$ cat src/hdl/rcpw_pkg.sv
`default_nettype none

package rcpw_pkg;

  // timer and frame geometry
  localparam int TimerWidth = 20;
  localparam logic [31:0] TimerMax = 32'hFFFF_FFFF >> (32 - TimerWidth);
  localparam int FrameBytes = 12;
  localparam int PayloadBytes = FrameBytes - 1;
  localparam int ByteIdxWidth = $clog2(FrameBytes);
  localparam int PhaseWidth = 4;
  localparam logic [PhaseWidth-1:0] LastPhase = PhaseWidth'(FrameBytes);

  // fixed frame head byte
  localparam logic [7:0] FrameHead = 8'h19;

  // rolling code chain constants
  localparam logic [7:0] CodeAdd0 = 8'hDA;
  localparam logic [7:0] CodeXor0 = 8'hBE;
  localparam logic [7:0] CodeAdd1 = 8'hBF;
  localparam logic [7:0] CodeXor1 = 8'h1A;
  localparam logic [7:0] CodeXor2 = 8'h3A;
  localparam logic [7:0] CodeAdd2 = 8'hCB;
  localparam logic [7:0] CodeXor3 = 8'h2F;

  // configuration register reset values
  localparam logic [15:0] ShortReset = 16'd500;
  localparam logic [15:0] LongReset = 16'd1000;
  localparam logic [15:0] SyncReset = 16'd15000;
  localparam logic [19:0] RepeatReset = 20'd1000000;

  // configuration register indexes
  typedef enum logic [2:0] {
    RegFixedOneTwo   = 3'd0,
    RegCodedThreeFive = 3'd1,
    RegFixedSix      = 3'd2,
    RegCodedSevenTen = 3'd3,
    RegShort         = 3'd4,
    RegLong          = 3'd5,
    RegSync          = 3'd6,
    RegRepeat        = 3'd7
  } cfg_reg_t;

  typedef logic [TimerWidth-1:0] timer_t;

  // 7-bit rolling code from the freshly bumped sequence counter
  function automatic logic [6:0] rolling_code(input logic [15:0] seq);
    logic [7:0] c;
    c = seq[7:0] + CodeAdd0;
    c = c ^ CodeXor0;
    c = c + CodeAdd1;
    c = c ^ CodeXor1;
    c = c + {4'h0, seq[11:8]};
    c = c ^ CodeXor2;
    c = c + CodeAdd2;
    c = c ^ CodeXor3;
    return c[6:0];
  endfunction

  // segment length: zero counts as one, clamp to the timer range
  function automatic timer_t limit_of(input logic [31:0] len);
    timer_t r;
    if (len == 32'd0) begin
      r = timer_t'(1);
    end else if (len > TimerMax) begin
      r = TimerMax[TimerWidth-1:0];
    end else begin
      r = len[TimerWidth-1:0];
    end
    return r;
  endfunction

endpackage

`default_nettype wire

$ cat src/hdl/rolling_code_pulse_width_transmitter.sv
`default_nettype none

// channel   signals                             direction  notes
// input     in_valid, in_ready, tick            in         one tick flag per word
// output    out_valid, out_ready, line_level,   out        one word per input word
//           busy_res, frame_start, sequence_number
// config    cfg_write_en, cfg_index, cfg_data   in         write only, no wait
//
// one input word is taken every clock unless the output stalls; its result sits in
// the output register on the next cycle, so throughput is one word per clock when
// not stalled, set by the single register stage holding the transmitter state
// a stalled result stays in the output register; a new word is taken whenever
// that register is empty or being emptied in the same cycle
// reset clears all control state and the configuration registers; the frame
// byte store is not cleared and is only read after a frame has been built

module rolling_code_pulse_width_transmitter (
  input  wire logic        clk,
  input  wire logic        rst,
  input  wire logic        in_valid,
  output logic             in_ready,
  input  wire logic        tick,
  output logic             out_valid,
  input  wire logic        out_ready,
  output logic             line_level,
  output logic             busy_res,
  output logic             frame_start,
  output logic [15:0]      sequence_number,
  input  wire logic        cfg_write_en,
  input  wire logic [2:0]  cfg_index,
  input  wire logic [31:0] cfg_data
);

  // configuration registers
  logic [15:0] fixed_bytes_one_two;
  logic [23:0] coded_bytes_three_to_five;
  logic [7:0]  fixed_byte_six;
  logic [31:0] coded_bytes_seven_to_ten;
  logic [15:0] short_ticks;
  logic [15:0] long_ticks;
  logic [15:0] sync_low_ticks;
  logic [19:0] repeat_ticks;

  // transmitter state
  logic [15:0]                     sequence_counter, sequence_counter_next;
  logic [7:0]                      frame_store [rcpw_pkg::FrameBytes];
  logic [rcpw_pkg::PhaseWidth-1:0] send_phase, send_phase_next;
  logic [1:0]                      edge_index, edge_index_next;
  logic [2:0]                      bit_index, bit_index_next;
  logic                            busy_flag, busy_flag_next;
  rcpw_pkg::timer_t                duration_counter, duration_counter_next;
  logic                            line_register, line_register_next;
  logic                            started;

  // frame building
  logic [15:0]                       seq_inc;
  logic [6:0]                        code;
  logic [7:0]                        frame_new [rcpw_pkg::FrameBytes];
  logic                              build;
  logic [rcpw_pkg::ByteIdxWidth-1:0] byte_sel;
  logic [7:0]                        cur_byte;
  logic                              cur_bit;
  logic [15:0]                       seg_raw;
  rcpw_pkg::timer_t                  seg_len;
  rcpw_pkg::timer_t                  dc_inc;
  logic                              stray;
  logic                              accept;

  assign accept   = in_valid && in_ready;
  assign in_ready = !out_valid || out_ready;

  // configuration writes
  always_ff @(posedge clk) begin
    if (rst) begin
      fixed_bytes_one_two       <= '0;
      coded_bytes_three_to_five <= '0;
      fixed_byte_six            <= '0;
      coded_bytes_seven_to_ten  <= '0;
      short_ticks               <= rcpw_pkg::ShortReset;
      long_ticks                <= rcpw_pkg::LongReset;
      sync_low_ticks            <= rcpw_pkg::SyncReset;
      repeat_ticks              <= rcpw_pkg::RepeatReset;
    end else if (cfg_write_en) begin
      unique case (rcpw_pkg::cfg_reg_t'(cfg_index))
        rcpw_pkg::RegFixedOneTwo:    fixed_bytes_one_two       <= cfg_data[15:0];
        rcpw_pkg::RegCodedThreeFive: coded_bytes_three_to_five <= cfg_data[23:0];
        rcpw_pkg::RegFixedSix:       fixed_byte_six            <= cfg_data[7:0];
        rcpw_pkg::RegCodedSevenTen:  coded_bytes_seven_to_ten  <= cfg_data;
        rcpw_pkg::RegShort:          short_ticks               <= cfg_data[15:0];
        rcpw_pkg::RegLong:           long_ticks                <= cfg_data[15:0];
        rcpw_pkg::RegSync:           sync_low_ticks            <= cfg_data[15:0];
        rcpw_pkg::RegRepeat:         repeat_ticks              <= cfg_data[19:0];
        default: begin
        end
      endcase
    end
  end

  // new frame bytes from the bumped counter
  always_comb begin
    logic [7:0] x;
    seq_inc = sequence_counter + 16'd1;
    code = rcpw_pkg::rolling_code(seq_inc);
    frame_new[0]  = rcpw_pkg::FrameHead;
    frame_new[1]  = fixed_bytes_one_two[15:8];
    frame_new[2]  = fixed_bytes_one_two[7:0];
    frame_new[3]  = coded_bytes_three_to_five[23:16] + {1'b0, code};
    frame_new[4]  = coded_bytes_three_to_five[15:8] + {1'b0, code};
    frame_new[5]  = coded_bytes_three_to_five[7:0] + {1'b0, code};
    frame_new[6]  = fixed_byte_six;
    frame_new[7]  = coded_bytes_seven_to_ten[31:24] + {1'b0, code};
    frame_new[8]  = coded_bytes_seven_to_ten[23:16] + {1'b0, code};
    frame_new[9]  = coded_bytes_seven_to_ten[15:8] + {1'b0, code};
    frame_new[10] = coded_bytes_seven_to_ten[7:0] + {1'b0, code};
    x = '0;
    for (int k = 0; k < rcpw_pkg::PayloadBytes; k++) begin
      x = x ^ frame_new[k];
    end
    frame_new[rcpw_pkg::PayloadBytes] = x;
  end

  // current bit and segment length
  always_comb begin
    logic [rcpw_pkg::PhaseWidth-1:0] ph_m1;
    ph_m1 = send_phase - rcpw_pkg::PhaseWidth'(1);
    if (send_phase == '0 || send_phase > rcpw_pkg::LastPhase) begin
      byte_sel = '0;
    end else begin
      byte_sel = ph_m1[rcpw_pkg::ByteIdxWidth-1:0];
    end
    cur_byte = frame_store[byte_sel];
    cur_bit  = cur_byte[~bit_index];
    if (send_phase == '0) begin
      seg_raw = (edge_index == 2'd1) ? sync_low_ticks : short_ticks;
    end else if (edge_index == 2'd0) begin
      seg_raw = cur_bit ? long_ticks : short_ticks;
    end else begin
      seg_raw = cur_bit ? short_ticks : long_ticks;
    end
    seg_len = rcpw_pkg::limit_of({16'd0, seg_raw});
    stray = (send_phase > rcpw_pkg::LastPhase) ||
            (send_phase == '0 && edge_index > 2'd2) ||
            (send_phase != '0 && edge_index > 2'd1);
  end

  // next state for one accepted word
  always_comb begin
    sequence_counter_next = sequence_counter;
    send_phase_next       = send_phase;
    edge_index_next       = edge_index;
    bit_index_next        = bit_index;
    busy_flag_next        = busy_flag;
    duration_counter_next = duration_counter;
    line_register_next    = line_register;
    started               = 1'b0;
    build                 = 1'b0;
    if ({{(32 - rcpw_pkg::TimerWidth){1'b0}}, duration_counter} < rcpw_pkg::TimerMax) begin
      dc_inc = duration_counter + rcpw_pkg::timer_t'(1);
    end else begin
      dc_inc = duration_counter;
    end
    if (accept && tick) begin
      duration_counter_next = dc_inc;
      if (!busy_flag) begin
        // idle wait, then build a frame
        if (dc_inc >= rcpw_pkg::limit_of({12'd0, repeat_ticks})) begin
          build                 = 1'b1;
          started               = 1'b1;
          sequence_counter_next = seq_inc;
          busy_flag_next        = 1'b1;
          send_phase_next       = '0;
          edge_index_next       = '0;
          bit_index_next        = '0;
          duration_counter_next = '0;
          line_register_next    = 1'b1;
        end
      end else if (stray) begin
        busy_flag_next        = 1'b0;
        send_phase_next       = '0;
        edge_index_next       = '0;
        bit_index_next        = '0;
        line_register_next    = 1'b0;
        duration_counter_next = '0;
      end else if (dc_inc >= seg_len) begin
        duration_counter_next = '0;
        if (send_phase == '0) begin
          // preamble: high short, low sync, high short
          if (edge_index < 2'd2) begin
            edge_index_next    = edge_index + 2'd1;
            line_register_next = (edge_index != 2'd0);
          end else begin
            edge_index_next    = '0;
            send_phase_next    = rcpw_pkg::PhaseWidth'(1);
            bit_index_next     = '0;
            line_register_next = 1'b0;
          end
        end else if (edge_index == 2'd0) begin
          edge_index_next    = 2'd1;
          line_register_next = 1'b1;
        end else begin
          // bit done, step to next bit or byte
          edge_index_next    = '0;
          line_register_next = 1'b0;
          if (bit_index < 3'd7) begin
            bit_index_next = bit_index + 3'd1;
          end else begin
            bit_index_next  = '0;
            send_phase_next = send_phase + rcpw_pkg::PhaseWidth'(1);
            if (send_phase == rcpw_pkg::LastPhase) begin
              busy_flag_next  = 1'b0;
              send_phase_next = '0;
            end
          end
        end
      end
    end
  end

  // state and output register
  always_ff @(posedge clk) begin
    if (rst) begin
      sequence_counter <= '0;
      send_phase       <= '0;
      edge_index       <= '0;
      bit_index        <= '0;
      busy_flag        <= 1'b0;
      duration_counter <= '0;
      line_register    <= 1'b0;
      out_valid        <= 1'b0;
    end else begin
      sequence_counter <= sequence_counter_next;
      send_phase       <= send_phase_next;
      edge_index       <= edge_index_next;
      bit_index        <= bit_index_next;
      busy_flag        <= busy_flag_next;
      duration_counter <= duration_counter_next;
      line_register    <= line_register_next;
      if (accept) begin
        out_valid <= 1'b1;
      end else if (out_ready) begin
        out_valid <= 1'b0;
      end
    end
  end

  // result payload and frame bytes
  always_ff @(posedge clk) begin
    if (accept) begin
      line_level      <= line_register_next;
      busy_res        <= busy_flag_next;
      frame_start     <= started;
      sequence_number <= sequence_counter_next;
    end
    if (build) begin
      for (int k = 0; k < rcpw_pkg::FrameBytes; k++) begin
        frame_store[k] <= frame_new[k];
      end
    end
  end

  // checks
  a_start_high: assert property (@(posedge clk) disable iff (rst)
    out_valid && frame_start |-> busy_res && line_level)
    else $error("frame start without busy high line");

  a_idle_clean: assert property (@(posedge clk) disable iff (rst)
    !busy_flag |-> send_phase == '0 && edge_index == '0 && bit_index == '0)
    else $error("idle with stale sequencer state");

  a_no_tick_hold: assert property (@(posedge clk) disable iff (rst)
    accept && !tick |=> $stable(sequence_counter) && $stable(busy_flag) &&
      $stable(duration_counter) && $stable(line_register))
    else $error("state moved without a tick");

  a_phase_range: assert property (@(posedge clk) disable iff (rst)
    busy_flag |-> send_phase <= rcpw_pkg::LastPhase)
    else $error("send phase beyond frame");

endmodule

`default_nettype wire

$ cat config.mk
export PLATFORM = sky130hd
export DESIGN_NAME = rolling_code_pulse_width_transmitter
export DESIGN_NICKNAME = d
export VERILOG_FILES = /design/src/hdl/rcpw_pkg.sv /design/src/hdl/rolling_code_pulse_width_transmitter.sv
export SDC_FILE = /design/constraint.sdc
export NUM_CORES = 1
export LEC_CHECK = 0
export BUFFER_PORTS_ARGS = -buffer_cell sky130_fd_sc_hd__buf_4
export CAP_MARGIN = 20
export CORE_ASPECT_RATIO = 1.5
export CORE_UTILIZATION = 54
export DETAILED_ROUTE_END_ITERATION = 12
export PLACE_DENSITY = 0.69
export SLEW_MARGIN = 20
export SYNTH_ARGS = -nofsm -noshare
export SYNTH_HDL_FRONTEND = slang
export SYNTH_SLANG_ARGS = --single-unit
$ cat constraint.sdc
create_clock -name clk -period 12.11 [get_ports clk]
set_input_delay 0.6055 -clock clk [delete_from_list [all_inputs] [get_ports clk]]
set_output_delay 0.6055 -clock clk [all_outputs]
set_load 0.1 [all_outputs]
* Yosys cells after proc, flatten, opt, wreduce, memory -nomap -nowiden
Memory sizes are Yosys's and may differ from the RTL's. Cells that the tools add are included. W data, S select, Z words.
Storage, ports and cells: bits of input ports 41, output and inout bits 21, memory bits (writable) 96, memories 1, bits in registers 215, word-level logic and storage cells 171
Memories:
- frame_store | depth 12, bits a word 8, read ports 1, clocked after memory_dff 0, wr ports 12, RTL line rolling_code_pulse_width_transmitter.sv:46 | logic [7:0] frame_store [rcpw_pkg::FrameBytes];
Cells by class: reduce and logical (&&, ||, !) cells 29, multiplexer cells 67, add/subtract/negate cells 17, eq/ne operators 13, magnitude comparators 9, bitwise gates (word level) 15
Operators with widths (number):
- $mux W20 | 8
- $mux W16 | 9
- $xor A8 B8 Y8 | 9
- $add A8 B7 Y8 | 7
- $ge A20 B20 Y1 | 2
- $mux W4 | 10
- $mux W1 | 25
- $mux W3 | 8
- $add A20 B1 Y20 const B | 1
- $logic_not A20 Y1 | 1
- $lt A20 B20 Y1 const B | 1
- $add A16 B1 Y16 const B | 1
- $logic_not A16 Y1 | 1
- $reduce_and A2 Y1 | 8
- $add A7 B7 Y7 const B | 2
- $eq A3 B3 Y1 const B | 4
- $mux W2 | 6
- $ne A4 B4 Y1 const B | 3
- $not A5 Y5 | 2
- $not A3 Y3 | 3
- $add A7 B4 Y7 | 1
- $add A7 B6 Y7 const B | 1
- $eq A3 B2 Y1 const B | 2
- $reduce_and A6 Y1 | 1
- 26 further kinds | 34

* Logic depth before layout (Yosys ltp)
word-level depth 18, gate-level depth with buffers 31, gate-level depth less buffers 27

* Least setup slack after synthesis
No wires, ideal clock.
path kind register -> register, start register duration_counter[12], end register frame_start (data pin), setup time 1.434 ns, buffers on the path 1, required time 10.676 ns, clock period less this slack 10.560 ns, arrival 9.126 ns, stages on the path, launching flop included 17, slack 1.550 ns, cell sequence dfxtp_1 -> clkbuf_1 -> and4_1 -> nand4_1 -> nor4_2 -> xor2_1 -> ha_1 -> nand2b_1 -> a21o_1 -> a21o_1 -> a21o_1 -> a21o_1 -> a21oi_1 -> o211ai_1 -> a31o_2 -> a211oi_1 -> nor3_1
On the way: cells in the longest elaborated chain, start to end 6, elaborated cells on any way between the ends 7, those cells by class 1 x add/sub; 2 x order compare; 4 x mux
RTL lines:
- from (decl) | RTL line rolling_code_pulse_width_transmitter.sv:51 | rcpw_pkg::timer_t duration_counter, duration_counter_next;
- from (signal assigned) | RTL line rolling_code_pulse_width_transmitter.sv:236 | duration_counter <= duration_counter_next;
- $add A20 B1 Y20 or $lt A20 B20 Y1 (tied branches) | RTL line rolling_code_pulse_width_transmitter.sv:158, rolling_code_pulse_width_transmitter.sv:157
- $mux W20 (*) | RTL line rolling_code_pulse_width_transmitter.sv:157 | if ({{(32 - rcpw_pkg::TimerWidth){1'b0}}, duration_counter} < rcpw_pkg::TimerMax) begin
- $ge A20 B20 Y1 (*) | RTL line rolling_code_pulse_width_transmitter.sv:166 | if (dc_inc >= rcpw_pkg::limit_of({12'd0, repeat_ticks})) begin
- $mux W1 (*) (3 in a row)
- named net build | RTL line rolling_code_pulse_width_transmitter.sv:59 | logic build;
- to (signal assigned) | RTL line rolling_code_pulse_width_transmitter.sv:251 | frame_start <= started;
- to (decl) | RTL line rolling_code_pulse_width_transmitter.sv:27 | output logic frame_start,
The timed path passes the listed nets; every way through them passes the cells marked *. A chain may end at the register's enable or synchronous reset.

* Worst setup path in the final report
start register send_phase[0] (netlist name), end register send_phase[1] (netlist name)
On the way: cells in the longest elaborated chain, start to end 14, elaborated cells on any way between the ends 34, those cells by class 2 x add/sub; 2 x order compare; 5 x eq/ne; 15 x mux; 9 x reduce/logical; 1 x memory
RTL lines:
- from (decl) | RTL line rolling_code_pulse_width_transmitter.sv:47 | logic [rcpw_pkg::PhaseWidth-1:0] send_phase, send_phase_next;
- from (signal assigned) | RTL line rolling_code_pulse_width_transmitter.sv:232 | send_phase <= send_phase_next;
- $gt A4 B4 Y1 or $logic_not A4 Y1 (tied branches)
- $logic_or A1 B1 Y1 | RTL line rolling_code_pulse_width_transmitter.sv:126 | if (send_phase == '0 || send_phase > rcpw_pkg::LastPhase) begin
- $mux W4 | RTL line rolling_code_pulse_width_transmitter.sv:126
- $mem_v2 Z12 W8
- $bmux W1 S3 | RTL line rolling_code_pulse_width_transmitter.sv:132 | cur_bit = cur_byte[~bit_index];
- $mux W1 (implied by the code) | RTL line rolling_code_pulse_width_transmitter.sv:132
- $mux W16 (on tied branches) | RTL line rolling_code_pulse_width_transmitter.sv:138, rolling_code_pulse_width_transmitter.sv:136
- $mux W16 | RTL line rolling_code_pulse_width_transmitter.sv:135 | end else if (edge_index == 2'd0) begin
- $mux W16 | RTL line rolling_code_pulse_width_transmitter.sv:133 | if (send_phase == '0) begin
- $logic_not A16 Y1 | RTL line rcpw_pkg.sv:63 | if (len == 32'd0) begin
- $mux W16 | RTL line rcpw_pkg.sv:63
- $ge A20 B20 Y1 | RTL line rolling_code_pulse_width_transmitter.sv:184 | end else if (dc_inc >= seg_len) begin
- $ne A3 B1 Y1 (no source line)
- $reduce_and A6 Y1 (no source line)
Parallel ways exist; a longest one is shown, timed or not. The select of a mux whose other input is x is not followed.

==> results.ini <==
[status]
status = finished, final reports clean

[logic_synthesis]
synth_most_common_cell = nand2_1
synthArstFlopShare_pct = 0
synth_common_cells = nand2_1 (379), a21oi_1 (215), dfxtp_1 (196), xnor2_1 (131), edfxtp_1 (107)
yosys_most_used_dff = dfxtp_1
synthCells = 1942
synth_area_um2 = 17250
muxShareOfSynthArea_pct = 1.690
synth_top_area_share_pct = 22.75
ys_types = 89
synth_xor_xnor_area_share_pct = 8.917
synth_compound_area_share_pct = 16.33
ys_warn_count = 0
synth_area_per_cell_um2 = 8.880
synth_seq_cells = 303
synthTopCellsByArea = dfxtp_1 (23%), edfxtp_1 (19%), nand2_1 (8.2%)
synth_top_family_by_area = simple AND/OR/NAND/NOR gates
syn-num-nets = 2090
ys_seq_area_share_pct = 41.38
yosys.area.top_type = dfxtp_1
synth_simple_gate_area_share_pct = 18.97
synth_edf_count = 107
synthAdderAreaFrac_pct = 8.111

[sta]
finalWorstSetupSlack_ns = 3.050
hold_viol = 0
rsz0062_at_grt = false
period_minus_slack_ns = 9.060
finalSetupTns_ns = 0
slew_headroom_pct = 22.50
finClkSkew_ns = 0.03133
finalCritPeriodShare_pct = 74.81
tightestPinTransition_ns = 1.162
setup_viol = 0
timing.fmax_ghz = 0.1104
slew_violations = 0

[cts]
clock_latency_ns = 0.60
cts.sinks = 303
cts.hold.buffers_added = 0
clk_pin_slew_ns = 0.07
post_cts_buffers = 0
cts_tree = yes
cts_resized = 0
cts_buffer_depth = 3
cts_buffers = 30
root_buffer = clkbuf_16
htreeDepth = 1

[routing]
drtAntennaViolNets = 0
vias = 14407
dr.pass1.iters = 5
drtIter0Drc = 1118
drcViolationCount = 0
drt_wl_total_mm = 53.94
wl_per_cell_um = 22.72
avgViaCountPerCell = 6.069

[worst_hold_path]
worstHoldStart = cfg_data[24]
hp-class = in2reg

[placement]
io_buffers = 61
dp.cells = 2317
gp_congestion = 0.9596
placed_area_um2 = 17910
post-place-ws_ns = 3.267
place_hpwl_mm = 38.85

[critical_path]
worstSetupStartpoint = send_phase[0]$_SDFFE_PP0P_
slowest_stage = a22o_1
critPathKind = reg2reg
slowest_delay_ns = 0.82
crit_arrival_ns = 9.56
cp-start-kind = flip-flop
critPathCaptureType = flip-flop
required_ns = 12.61
cp_common_cell = a21o_1
r2r-start = send_phase[0]$_SDFFE_PP0P_
worstPathMaxFanout = 24

[floorplan]
coreArea_um2 = 31240
fp.dieW_um = 147.9
start_util_pct = 55.21
fp.dieH_um = 220.9
dieArea_um2 = 32670
rows = 79
boundaryPins = 62

[global_route]
grt_pass1_vias = 14086
grt_overflow = 0
grt_first_pass_wirelength_mm = 81.77
grt_max_degree = 150
antenna_found_initial = 0
track_usage_pct = 33.04

[power_and_ir_drop]
p_clk_share_pct = 46.2
ir_worst_vdd_v = 0.0001252
power_frac_comb_pct = 7.4
p_leak_nw = 7.481
p_int_mw = 1.778
p_sw_uw = 552.8
p_seq_share_pct = 46.4
power.density_nw_per_um2 = 122.1
p_sw_share_pct = 23.71

[finish]
area_growth_pct = 10.68
fin_cells = 2374
drive_gt1_share_pct = 8.583
fin_area_um2 = 19090
fill_cells = 2749
antenna_cells = 0
fin_util_pct = 61.11
ff_latch_area_um2 = 7137
multiInputGateArea_um2 = 9330
nNetsFinal = 2093

[run]
max_cap_violations = 0

area by class of cell:
class	instances	share of cell area, %
Clock buffer	39	4.326
Clock inverter	17	1.704
Inverter	92	1.809
Multi-Input combinational cell	1439	48.88
Sequential cell	303	37.39
Tap cell	405	2.655
Timing Repair Buffer	79	3.232
power by group through the flow:
stage	Combinational [mW]	Sequential [mW]	Clock, mW
global placement	0.168	1.10	0
finish	0.173	1.08	1.08
CTS	0.171	1.08	1.09
detailed placement	0.170	1.10	0
global route	0.184	1.08	1.13
floorplan	0.0934	1.12	0
worst max-delay path, delay by kind of cell (launching register included):
| kind | cells | cell delay, ns |
|---|---|---|
| AOI/OAI and AO/OA | 18 | 5.45 |
| xor gates and xnor gates | 1 | 0.37 |
| adders and majority gates | 2 | 0.88 |
| buffers and inverters | 1 | 0.33 |
| DFF | 1 | 0.31 |
| and+or+nand+nor | 5 | 1.62 |
flip-flops by register name, indices dropped and copies added, names as in the netlist:
name	flops
sequence_counter	16
send_phase	4
frame_start	1
coded_bytes_seven_to_ten	32
bit_index	3
duration_counter	20
busy_flag	1
fixed_bytes_one_two	16
line_level	1
repeat_ticks	20
out_valid	1
busy_res	1
fixed_byte_six	8
line_register	1
edge_index	2
sequence_number	16
coded_bytes_three_to_five	24
sync_low_ticks	16
long_ticks	16
short_ticks	16
frame_store	88
stage by stage:
| stage | hold WS (ns) | power, mW |
|---|---|---|
| floorplan | 0.4320 | 1.215 |
| finish | 0.2524 | 2.331 |
| global route | 0.2440 | 2.396 |
| CTS | 0.2399 | 2.338 |
| detailed placement | 0.4523 | 1.274 |
| global placement | 0.4445 | 1.271 |
final timing paths:
kind                                          endpoint  slack, ns  depth (start not counted)
max                         send_phase[1]$_SDFFE_PP0P_       3.05                         27
min          coded_bytes_seven_to_ten[24]$_SDFFE_PP0P_       0.25                          3
min reg2reg                frame_store[6][2]$_DFFE_PP_       0.46                          0
max reg2reg                 send_phase[1]$_SDFFE_PP0P_       3.05                         27
logic make-up after synthesis:
kind of cell,count (synthesis)
mux,27
simple gates,691
buf+inv,200
xor+xnor,174
compound gates,440
fa+ha+maj,107
flops,303
routing by layer:
layer	GRT usage [%]	wire length (µm)	up-vias
li1	-	-	6812
met1	35.83	19340	6889
met2	58.26	27280	483
met3	3.567	2393	223
met4	25.74	4929	0
met5	0	0	-
placed cells by master, fill, tap and decap left out, types with 6 or more instances in the layout:
master,instances
mux2_2,15
o221ai_1,15
and3b_1,6
nor3_1,24
nor2b_1,28
nand4_1,19
o21ai_0,40
bufinv_16,8
edfxtp_1,107
o22ai_1,8
a21o_1,32
and4_1,7
clkbuf_1,6
a22oi_1,10
xor2_1,42
a21oi_1,215
nand2b_1,21
mux2i_1,10
nor2_1,56
o21bai_1,21
nor4_1,17
dfxtp_1,196
nand3_1,52
xnor2_1,131
or3_1,12
ha_1,99
nand3b_1,26
fa_1,8
a31oi_1,10
inv_1,91
and3_1,15
o32a_1,6
o22a_1,9
clkbuf_16,31
nand2_1,379
buf_4,77
Power figures use the tool's default switching activity.
